`src/hw/rtl/vsft_pkg.sv`:
```
// Package of shared constants, types and helper functions for the viscous stencil force term.
`timescale 1ns / 1ps
package vsft_pkg;
    localparam int MAX_DEPTH_DEF  = 1024;
    localparam int MAX_HEIGHT_DEF = 64;
    localparam int MAX_WIDTH_DEF  = 64;
    localparam int CFG_IDX_W      = 3;
    localparam int CFG_DATA_W     = 31;

    localparam logic [CFG_IDX_W-1:0] REG_VISCOSITY = 3'd0;
    localparam logic [CFG_IDX_W-1:0] REG_INV_DX2   = 3'd1;
    localparam logic [CFG_IDX_W-1:0] REG_INV_DY2   = 3'd2;
    localparam logic [CFG_IDX_W-1:0] REG_INV_DZ2   = 3'd3;
    localparam logic [CFG_IDX_W-1:0] REG_DEPTH     = 3'd4;
    localparam logic [CFG_IDX_W-1:0] REG_HEIGHT    = 3'd5;
    localparam logic [CFG_IDX_W-1:0] REG_WIDTH     = 3'd6;

    localparam logic signed [63:0] Q_MAX = 64'sd2147483647;
    localparam logic signed [63:0] Q_MIN = -64'sd2147483648;

    // Clip a wide signed value to the 32-bit range, reporting whether it was clipped.
    function automatic logic [32:0] sat32(input logic signed [63:0] v);
        logic [32:0] res;
        if (v > Q_MAX) begin
            res = {1'b1, 32'h7FFF_FFFF};
        end else if (v < Q_MIN) begin
            res = {1'b1, 32'h8000_0000};
        end else begin
            res = {1'b0, v[31:0]};
        end
        return res;
    endfunction

    // Item handed from the front part to the back part: centre values and neighbours.
    typedef struct packed {
        logic signed [31:0] force_v;
        logic signed [31:0] grad_v;
        logic [30:0]        perm_v;
        logic signed [31:0] vel_c;
        logic signed [31:0] vel_n;
        logic signed [31:0] vel_p;
        logic signed [31:0] eta_n;
        logic signed [31:0] eta_c;
        logic signed [31:0] eta_p;
        logic signed [31:0] zeta_n;
        logic signed [31:0] zeta_c;
        logic signed [31:0] zeta_p;
        logic [21:0]        index;
        logic               last;
    } t_work;
endpackage

```
`src/hw/rtl/vsft_queue.sv`:
```
// Two-entry queue that decouples the front part from the back part.
`timescale 1ns / 1ps
module vsft_queue (
    input  logic            i_clk,
    input  logic            i_rst_n,
    input  logic            i_valid,
    output logic            o_stall,
    input  vsft_pkg::t_work i_work,
    output logic            o_valid,
    input  logic            i_stall,
    output vsft_pkg::t_work o_work
);
    vsft_pkg::t_work r_mem [2];
    logic       r_wp, r_rp;
    logic [1:0] r_cnt;
    logic       push, pop;

    assign o_stall = (r_cnt == 2'd2);
    assign o_valid = (r_cnt != 2'd0);
    assign o_work  = r_mem[r_rp];
    assign push = i_valid && !o_stall;
    assign pop  = o_valid && !i_stall;

    always_ff @(posedge i_clk) begin
        if (push) begin
            r_mem[r_wp] <= i_work;
        end
    end

    always_ff @(posedge i_clk) begin
        if (!i_rst_n) begin
            r_wp  <= 1'b0;
            r_rp  <= 1'b0;
            r_cnt <= 2'd0;
        end else begin
            if (push) begin
                r_wp <= !r_wp;
            end
            if (pop) begin
                r_rp <= !r_rp;
            end
            r_cnt <= r_cnt + {1'b0, push} - {1'b0, pop};
        end
    end
endmodule

```
`config.mk`:
```
export PLATFORM = sky130hd
export DESIGN_NAME = vsft_queue
export DESIGN_NICKNAME = d
export VERILOG_FILES = /design/src/hw/rtl/vsft_pkg.sv /design/src/hw/rtl/vsft_queue.sv
export SDC_FILE = /design/constraint.sdc
export NUM_CORES = 1
export LEC_CHECK = 0
export ABC_CLOCK_PERIOD_IN_PS = 43600
export BUFFER_PORTS_ARGS = -buffer_cell sky130_fd_sc_hd__buf_4
export CAP_MARGIN = 20
export CORE_AREA = 8 8 310 312
export CTS_CLUSTER_SIZE = 12
export DETAILED_ROUTE_END_ITERATION = 8
export DIE_AREA = 0 0 318 320
export PLACE_DENSITY = 0.6
export RECOVER_POWER = 25
export SETUP_SLACK_MARGIN = 0.02
export SLEW_MARGIN = 5
export SYNTH_ARGS = -nofsm -noshare
export SYNTH_HDL_FRONTEND = slang
export SYNTH_SLANG_ARGS = --single-unit
```
`constraint.sdc`:
```
create_clock -name i_clk -period 43.6 [get_ports i_clk]
set_input_delay 4.36 -clock i_clk [delete_from_list [all_inputs] [get_ports i_clk]]
set_output_delay 4.36 -clock i_clk [all_outputs]
set_load 0.05 [all_outputs]
```
# Word level (Yosys, flattened, before mapping)

Memories as Yosys holds them, arrays and structs flattened. A register that Yosys moved wholly into a read port is not among the register bits.
Cells that the tools add are included.

Bits in latches: 0
Register bits: 4
ROM bits: 0
Input port bits: 410
Bits in writable memories: 812
Memories: 1

Memory list:

| memory | words | bits a word | rd ports | clocked after memory_dff | wr ports | line             | source |
|---|---|---|---|---|---|---|---|
| r_mem  | 2     | 406         | 1        | 1                        | 1        | vsft_queue.sv:13 | `vsft_pkg::t_work r_mem [2];` |

Div/mod/pow operators: 0
Reductions and logical operators: 7
Mux-type cells: 4
Equality and inequality tests: 1
$add $sub $neg: 2
Shift-type cells: 0
Bitwise operators: 0
Order comparisons: 0
Multipliers: 0

Operator list:

| cell               | count |
|---|---|
| $logic_not 1->1    | 4 |
| $mux 1             | 4 |
| $add 2x1->2        | 1 |
| $eq 2x2->1 const B | 1 |
| $logic_and 1x1->1  | 2 |
| $reduce_bool 2->1  | 1 |
| $sub 2x1->2        | 1 |

# Logic depth before layout (Yosys ltp)

Gate-level depths: netlist of run 1.

Depth in word-level cells: 5
Depth in mapped cells: 8
Mapped depth without buffers: 8

# Worst setup path after synthesis of run 1

Ideal clock, no wire load.

Path kind: input port to flip-flop
From: input i_valid
To: memory r_mem[0][0] in the netlist's numbering, enable pin
Library setup time: 1.183 ns
Data required time: 42.417 ns
Cell stages on the path: 2
Slack: 21.166 ns
Data arrival time: 21.251 ns
Cells stage by stage: nand2_1 nor2_1

Word-level cells in the longest chain between the ends: 3

Ends and longest elaborated chain:

| element                      | line             | source |
|---|---|---|
| start: declaration           | vsft_queue.sv:6  | `input logic i_valid,` |
| $logic_and 1x1->1            | vsft_queue.sv:21 | `assign push = i_valid && !o_stall;` |
| $mux 1                       | vsft_queue.sv:25 | `if (push) begin` |
| $mux 1 (not written as such) | vsft_queue.sv:26 | `r_mem[r_wp] <= i_work;` |
| end: declaration             | vsft_queue.sv:13 |  |

No other way between the ends.

==> results.md, run 1 <==
- The area growth from synthesis to layout is 31.4%.
- Counting distinct cell types in the post-synthesis netlist gives 19.
- The half-perimeter wire length of the detailed placement result is approximately 56,000 microns.
- The fraction of power spent switching nets is a little over a third.
- The peak supply drop is between 40 and 50 uV.
- The count of nets left with antenna violations once routing finished came out at 0.
- After global routing, the most crowded layer is met2.
- The total count of hold-check failures in the final report came to 0.
- Once the floorplan was initialized, standard cells occupied between 30% and 40% of the core.
- The overall track demand over capacity in global routing is between 10 and 15%.
- The met3 layer usage reported by global route is about 5.9%.
- Clock tree synthesis found a total of 817 sinks.
- In this run the clock root is driven by a sky130_fd_sc_hd__clkbuf_16.
- The required time of the critical path is ~39 ns.
- The final weighted congestion in routability-driven placement is approximately 0.8.
- The TritonCTS clock tree is yes.
- The total detailed-routing wirelength is slightly below 80,000 microns.
- The cell at the slowest stage of the critical path is sky130_fd_sc_hd__dfxtp_4.
- Cells with a size suffix above 1 make up 58.4% of the layout.
- Counting every instance in the synthesized netlist gives roughly 1,300.
- For this run, the post-layout net count is 2,576.
- After clock tree synthesis, the clock-pin slew on the worst setup and hold paths is about 0.060 ns.
- The setup total negative slack is 0 ns.
- Cell internal power was estimated by the tool at between 1.5 and 2 mW.
- The final number of max-transition violations is 0.
- The initial detailed-routing violation count is ~840.
- Sequential cells account for about two fifths of the total power.
- Row generation in the floorplan step produced around 110 rows.
- The register bit count reported by yosys is 817.
- The via count of the first global-routing pass is ~17,000.
- The setup violation total in the final timing report is 0.
- The signal on the critical path passes through buf_4 > buf_4 > buf_4 > mux2_2 > buf_4.
- The standard cell core area is 91,000 sq um.
- The start-to-end type of the worst setup path is reg2out.
- Of the post-synthesis cell area, the dominant cell type holds 78.7%.
- The number of vias per cell is 4.46.
- For met1 alone, demand over resource in global routing was around 15%.
- At the worst endpoint, the arrival time is about 5.1 ns.
- In this design, the stage delay of the slowest critical-path cell is between 1 and 1.5 ns.
- Timing would allow up to 106 MHz.
- The post-cts sizing count is 0.
- The power density over cell area is between 60 and 70 nW/um^2.
- After detailed routing, the number of remaining DRC violations is 0.
- The post-synthesis instance area is ~31,000 sq um.
- Across all register-to-register paths, the minimum setup slack is a little under 40 ns.
- Ranked by instance count, the synthesized netlist is headed by 812 x sky130_fd_sc_hd__edfxtp_1, 340 x sky130_fd_sc_hd__mux2_4, 66 x sky130_fd_sc_hd__mux2_2.
- The met2 usage is 25.7%.
- The number of max-capacitance violations reported is 0.
- The smallest clock period supported by the final layout is computed as 9.43 ns.
- The total number of vias is 15,300.
- The hold buffer count at cts is 0.
- The number of antenna violations at the first check in global routing is 23.
- The worst clock skew is about 0.016 ns.
- The synthesized design contains 812 enable-type register cells.
- The count of TritonRoute iterations in the first routing pass is 5.
- The number of ports placed on the die boundary is between 800 and 900.
- The sort of element at the start of the critical path is a register.
- The clock network fraction of total power is about a quarter.
- The static leakage is roughly 15 nW.
- The final cell count without fillers is between 3,000 and 4,000.
- The maximum root-to-sink buffer count is 3.
- The share of the Yosys chip area taken by registers is around four fifths.
- The switching power of the nets is 0.937 mW.
- The worst register-to-register path has a depth of 5.
- Yosys printed 0 warnings.
- The startpoint identified for the worst register-to-register timing path is r_cnt[0].
- The worst register-to-register path ends at r_mem[1][400].
- The synthesized netlist net count is 1,701.
- The filler cells instantiated in the layout total 7,816.
- The relative contribution of combinational cells to total power is 35.7%.
- The max-slew headroom at the worst pin is between 20% and 30%.
- The total CTS buffers is between 80 and 90.
- The detail-routed net length per standard cell is 22.7 microns.
- The largest net degree at the start of global routing is ~160.
- The total overflow left after global routing is 0.
- The cell type contributing the most total cell area after synthesis is sky130_fd_sc_hd__edfxtp_1.
- The worst setup path is captured at an output pin.
- For the worst-skew pair, the clock arrives at the later sink with an insertion delay of approximately 0.65 ns.
- The most common flop cell mapped by yosys is sky130_fd_sc_hd__edfxtp_1.
- The flow ran to the end, and the final reports show no timing, DRC or antenna violations.
- The total placed cells including tap cells is 3,261.
- The first global-routing pass estimated roughly 110,000 microns of wire.
- The most numerous cell on the critical path is sky130_fd_sc_hd__buf_4.
- For the pin with the worst max-slew slack, the measured transition is roughly 1.1 ns.
- By area the synthesized netlist is led by sky130_fd_sc_hd__edfxtp_1 79%, sky130_fd_sc_hd__mux2_4 16%, sky130_fd_sc_hd__mux2_2 2.4%.
- Along the worst path, the maximum fanout reaches 63.
- The synthesized area per cell is 24.0 sq um.
- The die boundary width is about 320 microns.
- The number of port buffers is around 800.
- The worst path uses a little over a fifth of the clock period.
- The start point of the worst hold path is r_rp.
- Counting flops with an async set or reset pin after synthesis yields a share of 0%.
- The H-tree was split into 3 levels.
- The worst hold path was traced through 2 stages.
- The number of setup buffers added after CTS is 0.
- The total die area is between 100,000 and 150,000 sq um.
- In this run the worst hold path is classified as reg2reg.
- In the post-synthesis netlist, the cell with the most instances is sky130_fd_sc_hd__edfxtp_1.
- Setup repair after global routing left no endpoint under its margin.
- From bottom edge to top edge, the die measures ~320 microns.
-- per-stage QoR --
stage	setup WS, ns	power [mW]	utilization [%]	instance area, sq um	hold WS, ns
5_1_grt	33.86	2.75	44.8	40700	0.506
6_report	34.17	2.65	44.8	40700	0.475
4_1_cts	34.00	2.70	44.9	40900	0.479
3_5_place_dp	34.75	2.00	42.1	38300	0.464
2_1_floorplan	21.17	1.79	-	31000	0.452
3_3_place_gp	34.83	1.99	42.1	38300	0.451
-- metal layers --
metal / vias up / share of wire (%)
li1: 6938 / -
met1: 7632 / 35
met2: 595 / 53
met3: 126 / 8.6
met4: 4 / 3.4
met5: - / 0.035
-- power groups by stage --
| stage | Combinational [mW] | Clock [mW] | Sequential (mW) |
|---|---|---|---|
| 6_report | 0.946 | 0.686 | 1.02 |
| 2_1_floorplan | 0.704 | 0 | 1.09 |
| 4_1_cts | 0.963 | 0.711 | 1.02 |
| 5_1_grt | 0.983 | 0.738 | 1.03 |
| 3_5_place_dp | 0.961 | 0 | 1.04 |
| 3_3_place_gp | 0.956 | 0 | 1.03 |
-- cells in the final DEF, fill, tap and decap left out, drive strengths merged --
cell type | synthesis | layout
edfxtp | 812 | 812
buf | 45 | 567
mux2 | 406 | 406
clkbuf | 0 | 372
clkinv | 0 | 25
diode | 0 | 20
inv | 2 | 8
bufinv | 0 | 5
dfxtp | 5 | 5
nand2b | 3 | 3
nand2 | 3 | 3
mux2i | 3 | 3
nor2b | 2 | 2
ha | 2 | 2
clkinvlp | 0 | 2
or2 | 1 | 1
nor2 | 1 | 1
and3 | 1 | 1
and2 | 1 | 1
xor2 | 1 | 1
xnor2 | 1 | 1
-- area by class of cell --
cell class	count	area, sq um	share of cell area (%)
flip-flops and latches	817	24500	60.1
repair buffers	831	6080	14.9
multi-input cells	425	6000	14.7
clock buffers	108	2260	5.54
well taps	1186	1480	3.64
clock inverters	38	369	0.906
diodes	20	50.0	0.123
inverters	2	7.51	0.0184
-- worst max-delay path by stage --
stage | startpoint | to | slack, ns | cells past startpoint
final | register | o_work[30] | 34.17 | 5
after global routing | register | o_work[30] | 33.86 | 5
after CTS | register | o_work[30] | 34.00 | 5
after detailed placement | register | o_work[30] | 34.75 | 5
after global placement | register | o_work[30] | 34.83 | 5
after floorplan | i_valid | r_mem[0][0] | 21.17 | 2
-- state kept, by name, summed over array words and instances, names as in the netlist, named ones only --
signal / flops
r_mem: 812
r_cnt: 2
r_rp: 1
r_wp: 1
-- worst max-delay path: cells and delay by family (launching register included) --
| family | cells | cell delay, ns |
|---|---|---|
| buffers and inverters | 4 | 2.80 |
| flip-flops | 1 | 1.01 |
| multiplexers | 1 | 0.41 |
-- kinds of logic after synthesis --
kind of cell	Yosys count	synth area share [%]
adder cells (fa/ha/maj)	2	0.0807
AND/OR/NAND/NOR	12	0.210
buffers and inverters	47	1.68
XOR/XNOR	2	0.0565
flip-flops	817	79.0
multiplexers	409	19.0
Power figures use the tool's default switching activity.
==> run 2, diff against run 1 <==
--- a/config.mk
+++ b/config.mk
@@ -5,14 +5,14 @@
 export SDC_FILE = /design/constraint.sdc
 export NUM_CORES = 1
 export LEC_CHECK = 0
-export ABC_CLOCK_PERIOD_IN_PS = 43600
+export ABC_CLOCK_PERIOD_IN_PS = 8790
 export BUFFER_PORTS_ARGS = -buffer_cell sky130_fd_sc_hd__buf_4
 export CAP_MARGIN = 20
-export CORE_AREA = 8 8 310 312
+export CORE_AREA = 8 8 316 318
 export CTS_CLUSTER_SIZE = 12
 export DETAILED_ROUTE_END_ITERATION = 8
-export DIE_AREA = 0 0 318 320
-export PLACE_DENSITY = 0.6
+export DIE_AREA = 0 0 324 326
+export PLACE_DENSITY = 0.58
 export RECOVER_POWER = 25
 export SETUP_SLACK_MARGIN = 0.02
 export SLEW_MARGIN = 5
==> constraint.sdc (replaced) <==
create_clock -name i_clk -period 8.79 [get_ports i_clk]
set_input_delay 0.879 -clock i_clk [delete_from_list [all_inputs] [get_ports i_clk]]
set_output_delay 0.879 -clock i_clk [all_outputs]
set_load 0.05 [all_outputs]
==> run 2 against run 1 <==
  * Clock power grew to 5.1 times the previous value
  * Utilization is 1.4 points lower
  * Die area is 3.8% higher
  * Count of clock-buffer cells in the layout is 1 higher
  * Combinational power grew to 5.0 times the previous value
  * Largest cell class unchanged
  * Via count is 0.84% lower
==> results.md, run 2 (synthesis gave the netlist of run 1 again) <==
- The run finished with clean final reports.
- The fraction of power spent switching nets came to 35.2% (-0.14 points).
- The aggregate global routing overflow was 0 (unchanged).
- The total number of vias is 15,200 (-0.84%).
- The endpoint of the worst hold path is r_mem[1][246].
- The post-layout net count is 2,576 (unchanged).
- Counting I/O delays and the setup requirement, the final critical path takes approximately 4.3 ns.
- The reg2reg setup slack was 6.01 ns (-33.24 ns).
- The post-cts sizing count is 0 (unchanged).
- The final-layout worst hold slack came to 0.429 ns (-0.0464 ns).
- The total die area is 106,000 sq um (+3.8%).
- The cell sitting at the root of the clock tree is a sky130_fd_sc_hd__clkbuf_16.
- The category of cells accounting for the largest share of critical-path delay is buffers and inverters.
- Setup repair after global routing left no endpoint under its margin.
- The peak supply drop is 256 uV (+490%).
- The post-CTS repair timing setup buffer count was 0 (unchanged).
- The total buffers and inverters traversed by the critical path is 3 (-1).
- The worst clock skew is 0.0198 ns (+0.00341 ns).
- The half-perimeter wire length of the detailed placement result is 58,200 microns (+3.8%).
- The standard cell core area is 94,400 sq um (+3.8%).
- The startpoint identified for the worst register-to-register timing path is r_cnt[0].
- The required time of the critical path is 7.91 ns (-31.33 ns).
- The die boundary width is 324 microns (+1.9%).
- The hold buffer count at cts is 0 (unchanged).
- The worst setup path is launched from a register.
- The number of antenna violations at the first check in global routing is 9 (-61%).
- The critical path goes through buf_12 > buf_12 > mux2_4 > buf_4.
- The final number of max-transition violations was 0 (unchanged).
- The switching power of the nets is 4.66 mW (+400%).
- The number of vias per cell was 4.33 (-2.9%).
- The global-route wire length before repair is 112,000 microns (+1.2%).
- The final weighted congestion in routability-driven placement is 0.790 (-0.53%).
- STA classifies the critical path endpoint as an output pin.
- TritonCTS built the clock tree.
- The synthesis-to-layout area growth is 32.2%.
- The number of flip-flops in the largest register is 812 (unchanged).
- The worst reg2reg path depth came to 5 (unchanged).
- The total detailed-routing wirelength is 80,200 microns (+3.1%).
- The relative contribution of combinational cells to total power is 35.4% (-0.3 points).
- The critical path in this run is classified as reg2out.
- The maximum root-to-sink buffer count is 3 (unchanged).
- The register with the most flip-flops in the final layout is r_mem.
- The static leakage is 15.5 nW (+0.55%).
- The number of ports placed on the die boundary is 818 (unchanged).
- The worst-skew pair later-pin latency is 0.64 ns (about the same).
- The share of the clock period used by the worst path after layout is between 40% and 50%.
- The cell depth of the worst min-delay path is 1 (-1).
- The via count of the first global-routing pass was 16,600 (-0.75%).
- In this run the critical register-to-register path is captured at r_mem[0][277].
- The count of TritonRoute iterations in the first routing pass was 4 (-1).
- The floorplan row count is 113 (+1.8%).
- The number of port buffers was 817 (unchanged).
- The die height is 326 microns (+1.9%).
- Static timing analysis puts the maximum clock frequency at 233 MHz.
- The register clock-pin slew on the reported worst setup and hold paths is 0.05 ns (about the same).
- The share of power burned in registers is 38.2% (-0.3 points).
- The CTS H-tree depth was 3 (unchanged).
- The library cells used most frequently in the layout, excluding fill and tap cells, are 812 x sky130_fd_sc_hd__edfxtp_1, 554 x sky130_fd_sc_hd__buf_4, 340 x sky130_fd_sc_hd__mux2_4.
- The max-slew headroom at the worst pin is 22.1% (-3.1 points).
- The number of nets with antenna violations after detailed routing is 0 (unchanged).
- The number of clock sinks is 817 (unchanged).
- The arrival time at the worst endpoint is 3.41 ns (-1.66 ns).
- The overall track demand over capacity in global routing is 14.4% (-0.18 points).
- Leaving out fill and tap cells, the most frequent cell in the layout is sky130_fd_sc_hd__edfxtp_1.
- The internal power of the cells is 8.59 mW (+400%).
- The measured slew at the worst slew-check pin was 1.17 ns (+0.0470 ns).
- The largest registers in the layout are r_mem: 812 flops, r_cnt: 2 flops.
- The ratio of cells with drive above 1 in the final layout was 58.6% (+0.18 points).
- The total CTS buffers came to 89 (+2.3%).
- The cell at the slowest stage of the critical path is sky130_fd_sc_hd__dfxtp_4.
- The starting utilization of the core area is 32.8% (-1.3 points).
- The number of max-capacitance violations reported was 0 (unchanged).
- The min-delay analysis places its worst path in the category in2reg.
- The largest net degree at the start of global routing is 157 (unchanged).
- The detail-routed net length per standard cell is 22.9 microns (+0.94%).
- The initial detailed-routing violation count is 918 (+9.4%).
- The power density over cell area came to 323 nW/um^2 (+400%).
- The setup total negative slack is 0 ns (unchanged).
- The worst hold path begins at i_work[246].
- The total DRC errors in the routed layout is 0 (unchanged).
- Among the stages of the critical path, the cell type that occurs most often is sky130_fd_sc_hd__buf_12.
- The delay of the slowest cell on the worst path was 0.83 ns (-0.18 ns).
- The setup violation total in the final timing report came to 0 (unchanged).
- The total count of hold-check failures in the final report was 0 (unchanged).
- The clock network fraction of total power is 26.4% (+0.5 points).
- The largest fanout on the critical path was 109 (+73%).
## run 2: cell types whose count changed in the layout (fill, tap and decap cells not counted), sizes merged
cell / delta
clkinv: +14
diode: -12
inv: -4
buf: -3
clkbuf: +2
bufinv: -1
clkinvlp: -1
## run 2: final cells by class
class | count | area (sq um)
Tap cell | 1265 | 1580
Antenna cell | 8 | 20.0
Clock buffer | 109 | 2410
Multi-Input combinational cell | 425 | 6000
Fill cell | 8406 | 53500
Sequential cell | 817 | 24500
Inverter | 2 | 7.51
Clock inverter | 46 | 324
Timing Repair Buffer | 829 | 6130
## run 2: worst max-delay path by stage
stage,from,endpoint,depth (start not counted)
6_report,register,o_work[169],4
5_1_grt,register,o_work[327],4
4_1_cts,register,o_work[265],4
3_5_place_dp,register,o_work[295],4
3_3_place_gp,register,o_work[343],4
2_1_floorplan,i_valid,r_mem[0][0],2
## run 2: layer usage
metal  track usage [%]  routed length, microns
met2              26.2                   42900
met3              6.44                    7910
met1              14.2                   27000
met4              5.22                    2420
met5                 0                      27
## run 2: power by group through the flow
stage,sequential (mW),combinational [mW],clock (mW)
after global placement,5.12,4.74,0
after global routing,5.10,4.87,3.74
final,5.06,4.69,3.50
after CTS,5.06,4.78,3.61
after detailed placement,5.14,4.77,0
after floorplan,5.17,3.49,0
## run 2: per-stage QoR
step | std cells | instance area [sq um] | setup slack (ns) | power (mW) | utilization (%)
3_5_place_dp | 3338 | 38400 | 5.16 | 9.91 | 40.6
4_1_cts | 3493 | 41100 | 4.42 | 13.5 | 43.5
3_3_place_gp | 3338 | 38400 | 5.23 | 9.86 | 40.6
5_1_grt | 3500 | 41000 | 4.33 | 13.7 | 43.4
2_1_floorplan | 1289 | 31000 | 1.32 | 8.67 | -
6_report | 3501 | 41000 | 4.50 | 13.2 | 43.4
## run 2: worst register-to-register path, stage by stage (launching register included)
cell and delay (ns):
sky130_fd_sc_hd__dfxtp_1 0.33, sky130_fd_sc_hd__nand2b_1 0.16, sky130_fd_sc_hd__nand2_1 0.16, sky130_fd_sc_hd__nor2_4 0.11, sky130_fd_sc_hd__buf_4 0.62, sky130_fd_sc_hd__buf_12 0.72
